[src/design/pve_pkg.sv]
// Shared types, constants and classification function for the prefix varint encoder.
// No dependencies; imported by every module of the block.
package pve_pkg;

    localparam int ValW   = 64;
    localparam int ByteW  = 8;
    localparam int WordW  = ValW + ByteW;   // room for escape byte plus eight value bytes
    localparam int CntW   = 4;              // byte count 1..9
    localparam int MaxLen = 8;              // longest code without escape

    localparam logic [ByteW-1:0] EscByte = 8'hff;
    localparam logic [CntW-1:0]  EscCnt  = 4'd9;

    typedef struct packed {
        logic [WordW-1:0] word;   // code bytes, first byte in the top byte
        logic [CntW-1:0]  cnt;    // number of bytes in the code
    } t_entry;

    // Prefix run of n-1 ones at the top of the first byte.
    function automatic logic [ByteW-1:0] pve_prefix(input logic [CntW-1:0] n);
        logic [15:0] run;
        begin
            run = 16'hff00 >> (n - 4'd1);
            return run[ByteW-1:0];
        end
    endfunction

    // Classify a value: code length and left-aligned code bytes.
    function automatic t_entry pve_classify(input logic [ValW-1:0] v);
        t_entry           e;
        logic [CntW-1:0]  n;
        logic [6:0]       sh;
        logic [WordW-1:0] w;
        begin
            n = 4'd1;
            for (int k = 1; k < MaxLen; k++) begin
                if ((v >> (7 * k)) != '0) begin
                    n = CntW'(k + 1);
                end
            end
            if (v[ValW-1:56] != '0) begin
                e.word = {EscByte, v};
                e.cnt  = EscCnt;
            end else begin
                sh = 7'({3'd0, 4'd8 - n} << 3);
                w  = {v, {ByteW{1'b0}}} << sh;
                w[WordW-1 -: ByteW] = w[WordW-1 -: ByteW] | pve_prefix(n);
                e.word = w;
                e.cnt  = n;
            end
            return e;
        end
    endfunction

endpackage

[src/design/prefix_varint_encoder.sv]
// Prefix varint encoder: 64-bit value in, prefix-coded byte stream out, first byte first.
// A value of length n gives n output bytes (1..8), a value of 2^56 or more gives nine:
// the serializer's output register sends one byte per cycle unless i_stall holds it.
// Input is taken every cycle while the two-entry queue between classifier and serializer
// has room, so a value is accepted while earlier codes are still being sent.
// When the block is empty, the first byte passes the queue, then the output register.
// Depends on pve_pkg, pve_front, pve_queue, pve_back.
module prefix_varint_encoder import pve_pkg::*; (
    input  logic             i_clk,
    input  logic             i_rst_n,
    input  logic             i_valid,
    output logic             o_stall,
    input  logic [ValW-1:0]  i_value_in,
    output logic             o_valid,
    input  logic             i_stall,
    output logic [ByteW-1:0] o_out_byte,
    output logic             o_last_byte
);

    logic   q_full, q_nonempty, push, pop;
    t_entry f_entry, q_entry;

    pve_front u_front (
        .i_valid    (i_valid),
        .i_value_in (i_value_in),
        .o_stall    (o_stall),
        .i_q_full   (q_full),
        .o_push     (push),
        .o_entry    (f_entry)
    );

    pve_queue u_queue (
        .i_clk      (i_clk),
        .i_rst_n    (i_rst_n),
        .i_push     (push),
        .i_entry    (f_entry),
        .o_full     (q_full),
        .i_pop      (pop),
        .o_nonempty (q_nonempty),
        .o_entry    (q_entry)
    );

    pve_back u_back (
        .i_clk        (i_clk),
        .i_rst_n      (i_rst_n),
        .i_q_nonempty (q_nonempty),
        .i_q_entry    (q_entry),
        .o_pop        (pop),
        .o_valid      (o_valid),
        .i_stall      (i_stall),
        .o_out_byte   (o_out_byte),
        .o_last_byte  (o_last_byte)
    );

endmodule

[src/design/pve_front.sv]
// Front end: accepts input values and classifies them into code length and code bytes.
// Depends on pve_pkg.
module pve_front import pve_pkg::*; (
    input  logic            i_valid,
    input  logic [ValW-1:0] i_value_in,
    output logic            o_stall,
    input  logic            i_q_full,
    output logic            o_push,
    output t_entry          o_entry
);

    assign o_stall = i_q_full;
    assign o_push  = i_valid && !i_q_full;
    assign o_entry = pve_classify(i_value_in);

endmodule

[src/design/pve_queue.sv]
// Two-entry queue between the classifier and the byte serializer.
// Depends on pve_pkg.
module pve_queue import pve_pkg::*; (
    input  logic   i_clk,
    input  logic   i_rst_n,
    input  logic   i_push,
    input  t_entry i_entry,
    output logic   o_full,
    input  logic   i_pop,
    output logic   o_nonempty,
    output t_entry o_entry
);

    t_entry     r_mem [2];
    logic       r_wp, r_rp;
    logic [1:0] r_cnt;

    assign o_full     = (r_cnt == 2'd2);
    assign o_nonempty = (r_cnt != 2'd0);
    assign o_entry    = r_mem[r_rp];

    always_ff @(posedge i_clk) begin
        if (i_push) begin
            r_mem[r_wp] <= i_entry;
        end
    end

    always_ff @(posedge i_clk) begin
        if (!i_rst_n) begin
            r_wp  <= 1'b0;
            r_rp  <= 1'b0;
            r_cnt <= 2'd0;
        end else begin
            if (i_push) begin
                r_wp <= !r_wp;
            end
            if (i_pop) begin
                r_rp <= !r_rp;
            end
            r_cnt <= r_cnt + {1'b0, i_push} - {1'b0, i_pop};
        end
    end

endmodule

[src/design/pve_back.sv]
// Back end: shifts the queued code out one byte per cycle, unless stalled, via an output register.
// Depends on pve_pkg.
module pve_back import pve_pkg::*; (
    input  logic             i_clk,
    input  logic             i_rst_n,
    input  logic             i_q_nonempty,
    input  t_entry           i_q_entry,
    output logic             o_pop,
    output logic             o_valid,
    input  logic             i_stall,
    output logic [ByteW-1:0] o_out_byte,
    output logic             o_last_byte
);

    logic [WordW-1:0] r_word, n_word;
    logic [CntW-1:0]  r_cnt, n_cnt;
    logic             r_ovalid, n_ovalid;
    logic [ByteW-1:0] r_obyte, n_obyte;
    logic             r_olast, n_olast;
    logic             load;

    // output slot free or its byte transfers this cycle
    assign load  = !r_ovalid || !i_stall;
    assign o_pop = load && (r_cnt == '0) && i_q_nonempty;

    always_comb begin
        n_word   = r_word;
        n_cnt    = r_cnt;
        n_ovalid = r_ovalid;
        n_obyte  = r_obyte;
        n_olast  = r_olast;
        if (load) begin
            if (r_cnt != '0) begin
                n_obyte  = r_word[WordW-1 -: ByteW];
                n_olast  = (r_cnt == 4'd1);
                n_word   = r_word << ByteW;
                n_cnt    = r_cnt - 4'd1;
                n_ovalid = 1'b1;
            end else if (i_q_nonempty) begin
                n_obyte  = i_q_entry.word[WordW-1 -: ByteW];
                n_olast  = (i_q_entry.cnt == 4'd1);
                n_word   = i_q_entry.word << ByteW;
                n_cnt    = i_q_entry.cnt - 4'd1;
                n_ovalid = 1'b1;
            end else begin
                n_ovalid = 1'b0;
            end
        end
    end

    always_ff @(posedge i_clk) begin
        r_word  <= n_word;
        r_obyte <= n_obyte;
        r_olast <= n_olast;
        if (!i_rst_n) begin
            r_cnt    <= '0;
            r_ovalid <= 1'b0;
        end else begin
            r_cnt    <= n_cnt;
            r_ovalid <= n_ovalid;
        end
    end

    assign o_valid     = r_ovalid;
    assign o_out_byte  = r_obyte;
    assign o_last_byte = r_olast;

endmodule

[config.mk]
export PLATFORM = sky130hd
export DESIGN_NAME = prefix_varint_encoder
export DESIGN_NICKNAME = d
export VERILOG_FILES = /design/src/design/pve_pkg.sv /design/src/design/prefix_varint_encoder.sv /design/src/design/pve_front.sv /design/src/design/pve_queue.sv /design/src/design/pve_back.sv
export SDC_FILE = /design/constraint.sdc
export NUM_CORES = 1
export LEC_CHECK = 0
export ABC_CLOCK_PERIOD_IN_PS = 7700
export BUFFER_PORTS_ARGS = -buffer_cell sky130_fd_sc_hd__buf_2
export CORE_MARGIN = 1.5
export CORE_UTILIZATION = 35
export DETAILED_ROUTE_END_ITERATION = 16
export PLACE_DENSITY = 0.54
export SYNTH_ARGS = -nofsm -noshare
export SYNTH_HDL_FRONTEND = slang
export SYNTH_SLANG_ARGS = --single-unit
[constraint.sdc]
create_clock -name i_clk -period 7.7 [get_ports i_clk]
set_clock_uncertainty 0.05 [all_clocks]
set_input_delay 0.77 -clock i_clk [delete_from_list [all_inputs] [get_ports i_clk]]
set_output_delay 0.77 -clock i_clk [all_outputs]
set_load 0.005 [all_outputs]
; After elaboration in Yosys (flattened, before gate mapping)
; Memories as Yosys holds them, arrays and structs flattened. A register that Yosys moved wholly into a read port is not among the register bits.
; Index checks and enable logic that the tools add are counted.
[totals]
elab_cells = 66
out_inout_bits = 11
ff_bits = 82
ramBits = 152
mem_count = 1
[op_classes]
n_eq_ne = 3
n_shift = 2
reduce_logical = 22
n_bitwise = 1
add_sub_neg = 6
mux = 22
[memory_table]
columns = memory, words, width, read_ports, rd_clocked_by_memory_dff, write_ports, line_no
row1 = u_queue.r_mem, 2, 76, 1, 1, 1, pve_queue.sv:14  ; t_entry r_mem [2];
[op_table]
columns = cell, count
row1 = 64-bit nonzero test, 7
row2 = 72-bit 2-to-1 mux, 2
row3 = 76-bit 2-to-1 mux, 1
row4 = 72-bit by 7-bit << shifter with 72-bit output, 1
row5 = 4-bit 2-to-1 mux, 8
row6 = 8-bit 2-to-1 mux, 2
row7 = 16-bit by 4-bit >> shifter with 8-bit output (first input constant), 1
row8 = 4-bit by 1-bit subtractor with 4-bit output (second input constant), 3
row9 = 4-bit by 1-bit == test with 1-bit output (second input constant), 2
row10 = 1-bit 2-to-1 mux, 8
row11 = 8-bit bitwise OR, 1
row12 = 8-bit nonzero test, 1
row13 = 1-bit zero test, 5
row14 = 4-bit zero test, 1
row15 = 2-bit nonzero test, 2
row16 = 4-bit nonzero test, 1
row17 = 4-bit subtractor (first input constant), 1
row18 = 1-bit logical AND, 3
row19 = 2-bit by 1-bit adder with 2-bit output, 1
row20 = 2-bit == test (second input constant), 1
row21 = 2-bit 2-to-1 mux, 1
row22 = 2-bit AND reduction, 1
row23 = 2-bit by 1-bit subtractor with 2-bit output, 1
row24 = 1-bit logical OR, 1

; Depth between registers and ports, before layout
; Gate-level depths: netlist of the first run.
[logic_depth]
ltp_word = 12
depth_mapped = 17

; Hierarchy
; From an unflattened synthesis of the first run, not the netlist that was laid out.
[unflattened]
cells_unflattened = 842
hier_area_um2 = 11748.8
[modules_own_cells]
columns = module, cells_each, seq_area_each_um2, n_inst, area_each_um2
row1 = pve_queue, 257, 4664.5, 1, 5865.6
row2 = pve_back, 197, 2292.2, 1, 3378.2
row3 = pve_front, 388, 0.0, 1, 2504.9

; Worst setup path before layout of the first run
; Ideal clock, no wire load.
[synth_timing]
path_type = input to register
start = in i_stall
end = reg u_back.r_cnt[2]
t_required_ns = 7.585
path_slack_ns = 2.328
cell_stages = 6
arrival_ns = 5.257
path_cell_list = nand2_1 > a21boi_1 > nand2_1 > nor3_1 > a21oi_1 > nor2b_1
[synth_via]
elab_chain_len = 3
[synth_lines]
columns = element, line_no
row1 = start: declaration, prefix_varint_encoder.sv:15  ; input logic i_stall,
row2 = 1-bit zero test, pve_back.sv:23  ; assign load = !r_ovalid || !i_stall;
row3 = 1-bit logical OR, pve_back.sv:23
row4 = 2-bit AND reduction (no source line), -
row5 = end signal: assignment, pve_back.sv:59  ; r_cnt <= n_cnt;
row6 = end: declaration, pve_back.sv:16  ; logic [CntW-1:0] r_cnt, n_cnt;
; Every way passes these cells.
; A chain may end at the register's enable or synchronous reset.

==> results of run 1 <==
power breakdown:
| part | switching (mW) | internal, mW | total [mW] |
|---|---|---|---|
| registers | 0.137 | 1.90 | 2.04 |
| logic | 0.726 | 0.362 | 1.09 |
| clock network | 0.504 | 0.708 | 1.21 |
| total | 1.37 | 2.97 | 4.34 |
cells in the final DEF, fill, tap and decap left out, drive strengths merged, types with 8 or more instances in the layout:
master / n
edfxtp: 225
mux2i: 119
nand2: 108
buf: 91
o21ai: 88
nor2: 31
clkbuf: 31
and2: 17
a22oi: 17
inv: 16
a22o: 15
nor3: 12
ha: 10
dfxtp: 10
nand3: 9
a21oi: 9
clkinv: 9
nor4: 9
a211o: 8
o221ai: 8
routing by layer:
metal	vias to the layer above	routed length [µm]	track usage, %
li1	3357	-	-
met3	64	1930	3.55
met5	-	13	0
met1	3603	13100	24.5
met2	265	14200	30.1
met4	2	966	6.37
through the flow:
stage,hold slack [ps],cells
floorplan,425,838
global placement,446,1275
detailed placement,449,1275
CTS,464,1320
global route,477,1320
finish,466,1320
worst max-delay path, delay by kind of cell:
family / cells / cell delay, ps
buffers and inverters: 3 / 290
AND/OR/NAND/NOR: 8 / 2830
adder cells (fa/ha/maj): 2 / 490
AO/OA/AOI/OAI: 3 / 570
state kept, by name (all words and copies together) (netlist names), named ones only:
name and count:
u_back.r_cnt 4, u_back.r_word 64, u_queue.r_cnt 2, u_back.o_out_byte 8
u_queue.r_mem 152, u_back.o_valid 1, u_queue.r_rp 1, u_back.o_last_byte 1
u_queue.r_wp 1
cell type report:
| cell class | instances | area [µm²] | area share (%) |
|---|---|---|---|
| Timing Repair Buffer | 91 | 488 | 3.88 |
| Multi-Input combinational cell | 538 | 3730 | 29.7 |
| Tap cell | 396 | 495 | 3.94 |
| Inverter | 15 | 56.3 | 0.448 |
| Clock buffer | 31 | 691 | 5.50 |
| Sequential cell | 235 | 6960 | 55.4 |
| Clock inverter | 14 | 138 | 1.10 |
path summary, 6_finish.rpt:
path / startpoint / to / slack [ps] / depth (start not counted)
hold reg to reg: u_back.r_cnt[0] / u_back.r_cnt[0] / 470 / 2
setup / recovery: i_value_in[60] / u_queue.r_mem[1][47] / 3010 / 16
hold / removal: u_back.r_cnt[0] / u_back.r_cnt[0] / 470 / 2
setup reg to reg: register / u_back.r_cnt[3] / 4730 / 7
logic make-up (layout without fill, tap and decap cells):
group,after synthesis,in the layout,synth area share [%]
flip-flops,235,235,63.6
AND/OR/NAND/NOR,205,205,8.62
AO/OA/AOI/OAI,189,189,11.4
multiplexers,129,129,12.3
buffers and inverters,65,151,2.61
adder cells (fa/ha/maj),10,10,1.14
XOR/XNOR,5,5,0.400
cell usage after synthesis (7+ instances only):
| library cell | instances |
|---|---|
| nand3_1 | 9 |
| a211o_1 | 8 |
| a21oi_1 | 9 |
| mux2i_1 | 118 |
| a22oi_1 | 17 |
| and2_1 | 17 |
| nand2_1 | 108 |
| edfxtp_1 | 225 |
| o21ai_0 | 85 |
| o221ai_1 | 8 |
| dfxtp_1 | 10 |
| ha_1 | 10 |
| inv_1 | 13 |
| and3_1 | 7 |
| clkbuf_1 | 37 |
| a22o_1 | 15 |
| nor2_1 | 31 |
| nor3_1 | 12 |
==> out/metrics.csv, run 1 <==
metric,value,unit
critPathMaxFanout,10,
postSynthAreaPerCell,13.1,µm²
synthArstFlopShare,0,%
synth_top_area_share,61.7,%
fillers,2903,
ys_types,63,
seq_area_frac_synth,63.6,%
area_delta_synth_final,14.8,%
final-setup-viol-count,0,
clock_path_buffers,3,
grt_first_pass_wirelength,45400,µm
portBuffers,78,
diodes,0,
setup_ws,3010,ps
tightestPinTransition,1120,ps
synth_edf_count,225,
crit_path_end_kind,register,
placed_area,11700,µm²
fmax,213,MHz
max_cap_violations,0,
synth_warnings,0,
rows,64,
dieWidth,180,µm
wirelength,30200,µm
cts_tree,built,
ant_nets,0,
first_global_vias,7269,
synth_seq_cells,235,
detailed_place_hpwl,20000,µm
synthesis.area,10900,µm²
crit_path_max_incr_delay,720,ps
die-area,32300,µm²
yosys.area.top_type,edfxtp_1,
grt_antenna_before_repair,1,
grt_max_degree,77,
postSynthCellCount,838,
totalNegativeSetupSlack,0,ps
routedWlPerCell,22.9,µm
worst_ep_arrival_time,4950,ps
routed_via_density,5.52,
dp_slack,2500,ps
drc,0,
rsz0062_at_grt,no,
syn_nets,916,
power_density,346,nW/µm²
crit_path_start_kind,input port,
cts.sinks,235,
drv_slew,0,
fin_crit,4690,ps
coreArea,30700,µm²
gp_congestion,0.908,
grtUsageTotal,18.4,%
hold_path_class,reg -> reg,
first_pass_iters,5,
slowest_stage,nor2_1,
die_h,180,µm
ir_drop,278,µV
cts_hold_buffers,0,
numCtsBuffers,27,
clock_latency,550,ps
cp_data_required_time,7960,ps
grt_overflow,0,
nNetsFinal,986,
crit_chain,"buf_2, nor4_2, and4_1, and3_1, nand3_1, o21ai_0, and2_1, inv_1, ha_1, inv_1, ha_1, nor2_1, nand2_1, nor2_1, a22oi_1, o221ai_1",
timing.final.crit_share,60.9,%
p_leak,4.37,nW
clk_pin_slew,50,ps
synthTopCellsByArea,"edfxtp_1 62%, mux2i_1 11%, o21ai_0 3.9%",
clock-root-buffer,clkbuf_16,
cts_htree_levels,1,
power.total,4.34,mW
final_util,41.0,%
routed-via-count,7291,
final-hold-violation-count,0,
status,"complete, no violations",
post_cts_buffers,0,
ios,79,
drt_iter0_drc,448,
drive_above_1_share,16.6,%
synth_flop_cell,edfxtp_1,
start_util,35.7,%
criticalPathCategory,in -> reg,
ctsResizeCount,0,
relSlewSlack,25.3,%
finalInstanceArea,12600,µm²
Power figures use the tool's default switching activity.
==> run 2: changes to the inputs <==
--- a/config.mk
+++ b/config.mk
@@ -5,7 +5,7 @@
 export SDC_FILE = /design/constraint.sdc
 export NUM_CORES = 1
 export LEC_CHECK = 0
-export ABC_CLOCK_PERIOD_IN_PS = 7700
+export ABC_CLOCK_PERIOD_IN_PS = 4400
 export BUFFER_PORTS_ARGS = -buffer_cell sky130_fd_sc_hd__buf_2
 export CORE_MARGIN = 1.5
 export CORE_UTILIZATION = 35
==> constraint.sdc (replaced) <==
create_clock -name i_clk -period 4.4 [get_ports i_clk]
set_clock_uncertainty 0.05 [all_clocks]
set_input_delay 0.44 -clock i_clk [delete_from_list [all_inputs] [get_ports i_clk]]
set_output_delay 0.44 -clock i_clk [all_outputs]
set_load 0.005 [all_outputs]
==> out/metrics.csv, run 2 (same netlist as run 1, synthesis figures left out) <==
metric,value,unit,change
layout_common_cells,"225 x edfxtp_1, 118 x mux2i_1, 106 x nand2_1, 85 x o21ai_0, 78 x buf_2",,
nNetsFinal,1001,,+1.5%
p_leak,4.45,nW,+1.7%
detailed_place_hpwl,19700,µm,-1.6%
grt_max_degree,94,,+22%
cts_htree_levels,1,,unchanged
area_delta_synth_final,15.7,%,
fmax,270,MHz,
crit_chain,"buf_2, nor4_2, nand4_1, nor3_1, buf_4, and2_1, inv_1, ha_1, inv_1, ha_1, inv_1, buf_4, nand2_1, nor2_1, a311oi_1, o21ai_0",,
cp_data_required_time,4570,ps,-3390 ps
die_h,180,µm,unchanged
dp_slack,262,ps,-2240 ps
largest_reg_flops,152,,unchanged
crit_path_max_incr_delay,570,ps,-150 ps
first_global_vias,7342,,+1.0%
dieWidth,180,µm,unchanged
grt_overflow,0,,unchanged
top_usage_layer,met2,,
status,"complete, no violations",,
grt_first_pass_wirelength,44600,µm,-1.8%
met1_usage,24.7,%,+0.27 points
max_cap_violations,0,,unchanged
routed-via-count,7249,,-0.58%
wirelength,29100,µm,-3.6%
setup_ws,703,ps,-2310 ps
use_met2,29.0,%,-1.1 points
routedWlPerCell,21.8,µm,-4.8%
cts.sinks,235,,unchanged
final-setup-viol-count,0,,unchanged
grtUsageTotal,17.9,%,-0.49 points
regMostFlops,u_queue.r_mem,,
gr-usage-met3,2.94,%,-0.61 points
power_frac_clock,27.5,%,-0.4 points
ir_drop,357,µV,+28%
portBuffers,78,,unchanged
power.share.sequential,46.8,%,-0.2 points
ant_nets,0,,unchanged
clk_pin_slew,60,ps,about the same
p_int,5.23,mW,+76%
rsz0062_at_grt,no,,
ios,79,,unchanged
final_util,41.3,%,+0.33 points
grt_antenna_before_repair,2,,+1
drt_iter0_drc,712,,+59%
post_cts_buffers,0,,unchanged
fin_crit,3700,ps,
timing.final.crit_share,84.0,%,
slowest_stage,nor4_2,,
criticalPathCategory,in -> reg,,
power.switching,2.32,mW,+70%
power_density,596,nW/µm²,+72%
rows,64,,unchanged
finalInstanceArea,12700,µm²,+0.82%
crit_path_start_kind,input port,,
clock_path_buffers,3,,unchanged
clock_latency,520,ps,-30 ps
crit_path_end_kind,register,,
critPathMaxFanout,10,,unchanged
relSlewSlack,33.5,%,+8.2 points
crit_top_cell,inv_1,,
power_frac_comb,25.7,%,+0.6 points
tightestPinTransition,997,ps,-123 ps
drv_slew,0,,unchanged
ctsResizeCount,0,,unchanged
fillers,2919,,+0.55%
die-area,32300,µm²,unchanged
routed_via_density,5.42,,-1.8%
drc,0,,unchanged
placed_area,11900,µm²,+1.0%
coreArea,30700,µm²,unchanged
numCtsBuffers,26,,-3.7%
cpLargestDelayFamily,simple AND/OR/NAND/NOR gates,,
worst_ep_arrival_time,3870,ps,-1080 ps
gp_congestion,0.958,,+5.6%
hold_path_class,in -> reg,,
cts_hold_buffers,0,,unchanged
drive_above_1_share,17.7,%,+1.1 points
power.total,7.55,mW,+74%
first_pass_iters,5,,unchanged
crit_buf_inv,6,,+3
start_util,35.7,%,unchanged
final_common_cell,edfxtp_1,,
p_sw_share,30.8,%,-0.73 points
totalNegativeSetupSlack,0,ps,unchanged
cts_tree,built,,
final-hold-violation-count,0,,unchanged
clock-root-buffer,clkbuf_16,,
-- run 2: cell count changes in the layout (fill, tap and decap cells not counted) --
cell / before / now
buf_4: 13 / 29
inv_6: 1 / 0
clkbuf_1: 4 / 9
clkinvlp_4: 2 / 0
diode_2: 0 / 2
clkbuf_8: 0 / 1
clkinv_1: 6 / 3
inv_16: 1 / 0
-- run 2: per-stage QoR --
stage                     hold slack (ps)  cells
after floorplan                       425    838
after detailed placement              454   1291
after CTS                             176   1335
final                                 190   1337
after global routing                  191   1335
after global placement                454   1291
-- run 2: layout make-up --
type / count / area, µm² / share of cell area [%]
clock inverters: 7 / 82.6 / 0.652
well taps: 396 / 495 / 3.91
flip-flops and latches: 235 / 6960 / 55.0
repair buffers: 107 / 608 / 4.80
clock buffers: 37 / 723 / 5.71
multi-input cells: 538 / 3730 / 29.5
inverters: 15 / 56.3 / 0.445
diodes: 2 / 5.00 / 0.0395
-- run 2: worst paths after layout --
| check | from | to | slack, ps | cells after the start |
|---|---|---|---|---|
| hold / removal | i_rst_n | u_back.o_valid | 190 | 2 |
| hold reg to reg | u_queue.r_cnt[0] | u_back.o_valid | 460 | 1 |
| setup / recovery | i_value_in[60] | u_queue.r_mem[1][62] | 700 | 16 |
| setup reg to reg | u_back.r_cnt[0] | u_back.o_out_byte[2] | 1950 | 6 |
-- run 2: power groups by stage --
stage	combinational [mW]	sequential [mW]	clock, mW
CTS	2.00	3.54	2.12
global placement	1.97	3.58	0
floorplan	1.39	3.52	0
finish	1.94	3.53	2.07
detailed placement	2.00	3.59	0
global route	2.21	3.60	2.21
-- run 2: layer usage --
layer / wire length (µm) / vias up
met2: 13500 / 219
met3: 1500 / 56
met4: 727 / 2
li1: - / 3384
met1: 13400 / 3588
met5: 16 / -
==> run 3: changes to the inputs <==
--- a/config.mk
+++ b/config.mk
@@ -5,12 +5,12 @@
 export SDC_FILE = /design/constraint.sdc
 export NUM_CORES = 1
 export LEC_CHECK = 0
-export ABC_CLOCK_PERIOD_IN_PS = 4400
+export ABC_CLOCK_PERIOD_IN_PS = 3080
 export BUFFER_PORTS_ARGS = -buffer_cell sky130_fd_sc_hd__buf_2
 export CORE_MARGIN = 1.5
 export CORE_UTILIZATION = 35
 export DETAILED_ROUTE_END_ITERATION = 16
-export PLACE_DENSITY = 0.54
+export PLACE_DENSITY = 0.56
 export SYNTH_ARGS = -nofsm -noshare
 export SYNTH_HDL_FRONTEND = slang
 export SYNTH_SLANG_ARGS = --single-unit
==> constraint.sdc (replaced) <==
create_clock -name i_clk -period 3.08 [get_ports i_clk]
set_clock_uncertainty 0.05 [all_clocks]
set_input_delay 0.308 -clock i_clk [delete_from_list [all_inputs] [get_ports i_clk]]
set_output_delay 0.308 -clock i_clk [all_outputs]
set_load 0.005 [all_outputs]
==> out/metrics.csv, run 3 (same netlist as run 1, synthesis figures left out) <==
metric,value,unit,change
status,"complete, no violations",,
coreArea,30700,µm²,unchanged
totalNegativeSetupSlack,0,ps,unchanged
regMostFlops,u_queue.r_mem,,
crit_cells,17,,+1
fin_cells,1457,,+9.0%
max_cap_violations,0,,unchanged
power_density,821,nW/µm²,+38%
routedWlPerCell,20.5,µm,-5.8%
final-hold-violation-count,0,,unchanged
dp_slack,-481,ps,-743 ps
drc,0,,unchanged
slowest_stage,or4_1,,
crit_path_end_kind,register,,
worst_ep_arrival_time,3150,ps,-720 ps
grt_max_degree,75,,-20%
crit_path_max_incr_delay,550,ps,-20 ps
r2r_cells,11,,+5
fin_crit,2950,ps,
final_util,45.7,%,+4.4 points
tightestPinTransition,799,ps,-198 ps
drt_iter0_drc,512,,-28%
clk_pin_slew,60,ps,about the same
min_path_cells,2,,unchanged
relSlewSlack,46.7,%,+13 points
layout_common_cells,"225 x edfxtp_1, 139 x buf_4, 118 x mux2i_1, 102 x nand2_1, 78 x buf_2",,
portBuffers,78,,unchanged
crit_chain,"buf_2, or4_1, nor4_2, and3_1, nand3_1, o21ai_0, and2_1, inv_1, ha_4, inv_2, ha_4, nor2_4, nand2_4, nor2_4, buf_4, a222oi_1, o21ai_1",,
drv_slew,0,,unchanged
numCtsBuffers,26,,unchanged
cts.sinks,235,,unchanged
timing.final.crit_share,95.7,%,
grt_antenna_before_repair,1,,-1
cts_tree,built,,
cp_data_required_time,3280,ps,-1290 ps
criticalPathCategory,in -> reg,,
critPathMaxFanout,5,,-5
dieWidth,180,µm,unchanged
fmax,339,MHz,
grt_overflow,0,,unchanged
wirelength,29900,µm,+2.6%
clock_path_buffers,3,,unchanged
final_common_cell,edfxtp_1,,
rows,64,,unchanged
largest_reg_flops,152,,unchanged
ant_nets,0,,unchanged
nNetsFinal,1118,,+12%
setup_ws,131,ps,-571 ps
crit_path_start_kind,input port,,
gp_congestion,0.876,,-8.6%
die_h,180,µm,unchanged
routed_via_density,5.27,,-2.8%
ios,79,,unchanged
clock_latency,530,ps,about the same
start_util,35.7,%,unchanged
first_pass_iters,5,,unchanged
ir_drop,558,µV,+56%
final-setup-viol-count,0,,unchanged
area_delta_synth_final,28.0,%,
cts_htree_levels,1,,unchanged
cpLargestDelayFamily,simple AND/OR/NAND/NOR gates,,
detailed_place_hpwl,21500,µm,+9.2%
rsz0062_at_grt,no,,
p_leak,5.15,nW,+16%
drive_above_1_share,30.7,%,+13 points
clock-root-buffer,clkbuf_16,,
grtUsageTotal,18.3,%,+0.43 points
dp_cells,1405,,+8.8%
first_global_vias,7755,,+5.6%
grt_first_pass_wirelength,45800,µm,+2.7%
cts_hold_buffers,0,,unchanged
crit_buf_inv,4,,-2
die-area,32300,µm²,unchanged
hold_path_class,in -> reg,,
fillers,2808,,-3.8%
routed-via-count,7677,,+5.9%
run 3: cell count changes in the layout (fill, tap and decap cells not counted), moves of 6 or more:
| cell | delta |
|---|---|
| buf_12 | +7 |
| buf_4 | +110 |
| clkbuf_1 | -7 |
| nor2_1 | -7 |
| o21ai_0 | -16 |
| o21ai_1 | +16 |
| o221ai_1 | -6 |
| o221ai_2 | +6 |
run 3: through the flow:
stage                     hold slack (ps)  total power [mW]  area, µm²
after floorplan                       425              7.01      11200
after global placement                447              8.08      13000
after detailed placement              444              8.15      13000
after CTS                            24.5              11.7      14000
after global routing                 34.8              12.1      14000
final                                41.4              11.5      14000
run 3: path summary, 6_finish.rpt:
check / start / end / slack (ps)
worst max-delay path: i_value_in[28] / u_queue.r_mem[1][49] / 130
worst min-delay path: i_rst_n / u_back.o_valid / 40
worst max register to register: u_back.r_cnt[0] / u_queue.r_cnt[1] / 820
worst min register to register: u_queue.r_cnt[0] / u_back.o_valid / 460
run 3: worst register-to-register path, delay by kind of cell, from the launching register on:
family,cells,cell delay [ps]
DFF,1,340
buffers and inverters,2,140
and+or+nand+nor,4,730
adders and majority gates,3,690
xor gates and xnor gates,2,210
run 3: area by class of cell:
type | count | area [µm²] | share of cell area, %
antenna | 1 | 2.50 | 0.0179
clock buffer | 31 | 699 | 5.00
sequential | 235 | 6960 | 49.7
clock inverter | 17 | 283 | 2.02
inverter | 15 | 66.3 | 0.474
timing repair buffer | 224 | 1570 | 11.2
multi-input combinational | 538 | 3920 | 28.0
tap | 396 | 495 | 3.54
run 3: power breakdown:
group,switching [mW],total (mW),internal [mW],leakage (nW)
Clock,1.27,3.48,2.21,0.475
Sequential,0.227,4.96,4.74,2.21
Combinational,1.91,3.05,1.14,2.46
Total,3.41,11.5,8.09,5.15
run 3: per-layer routing:
layer	up-vias	routed length, µm	GRT usage (%)
met5	-	0	0
met2	261	14200	30.7
met4	0	629	5.27
met1	3749	13000	24.5
li1	3622	-	-
met3	45	1990	3.18
run 3: timing repair:
action,CTS,global route
endpoints found under the setup margin,0,19
resized for setup,0,3
buffers inserted,0,3
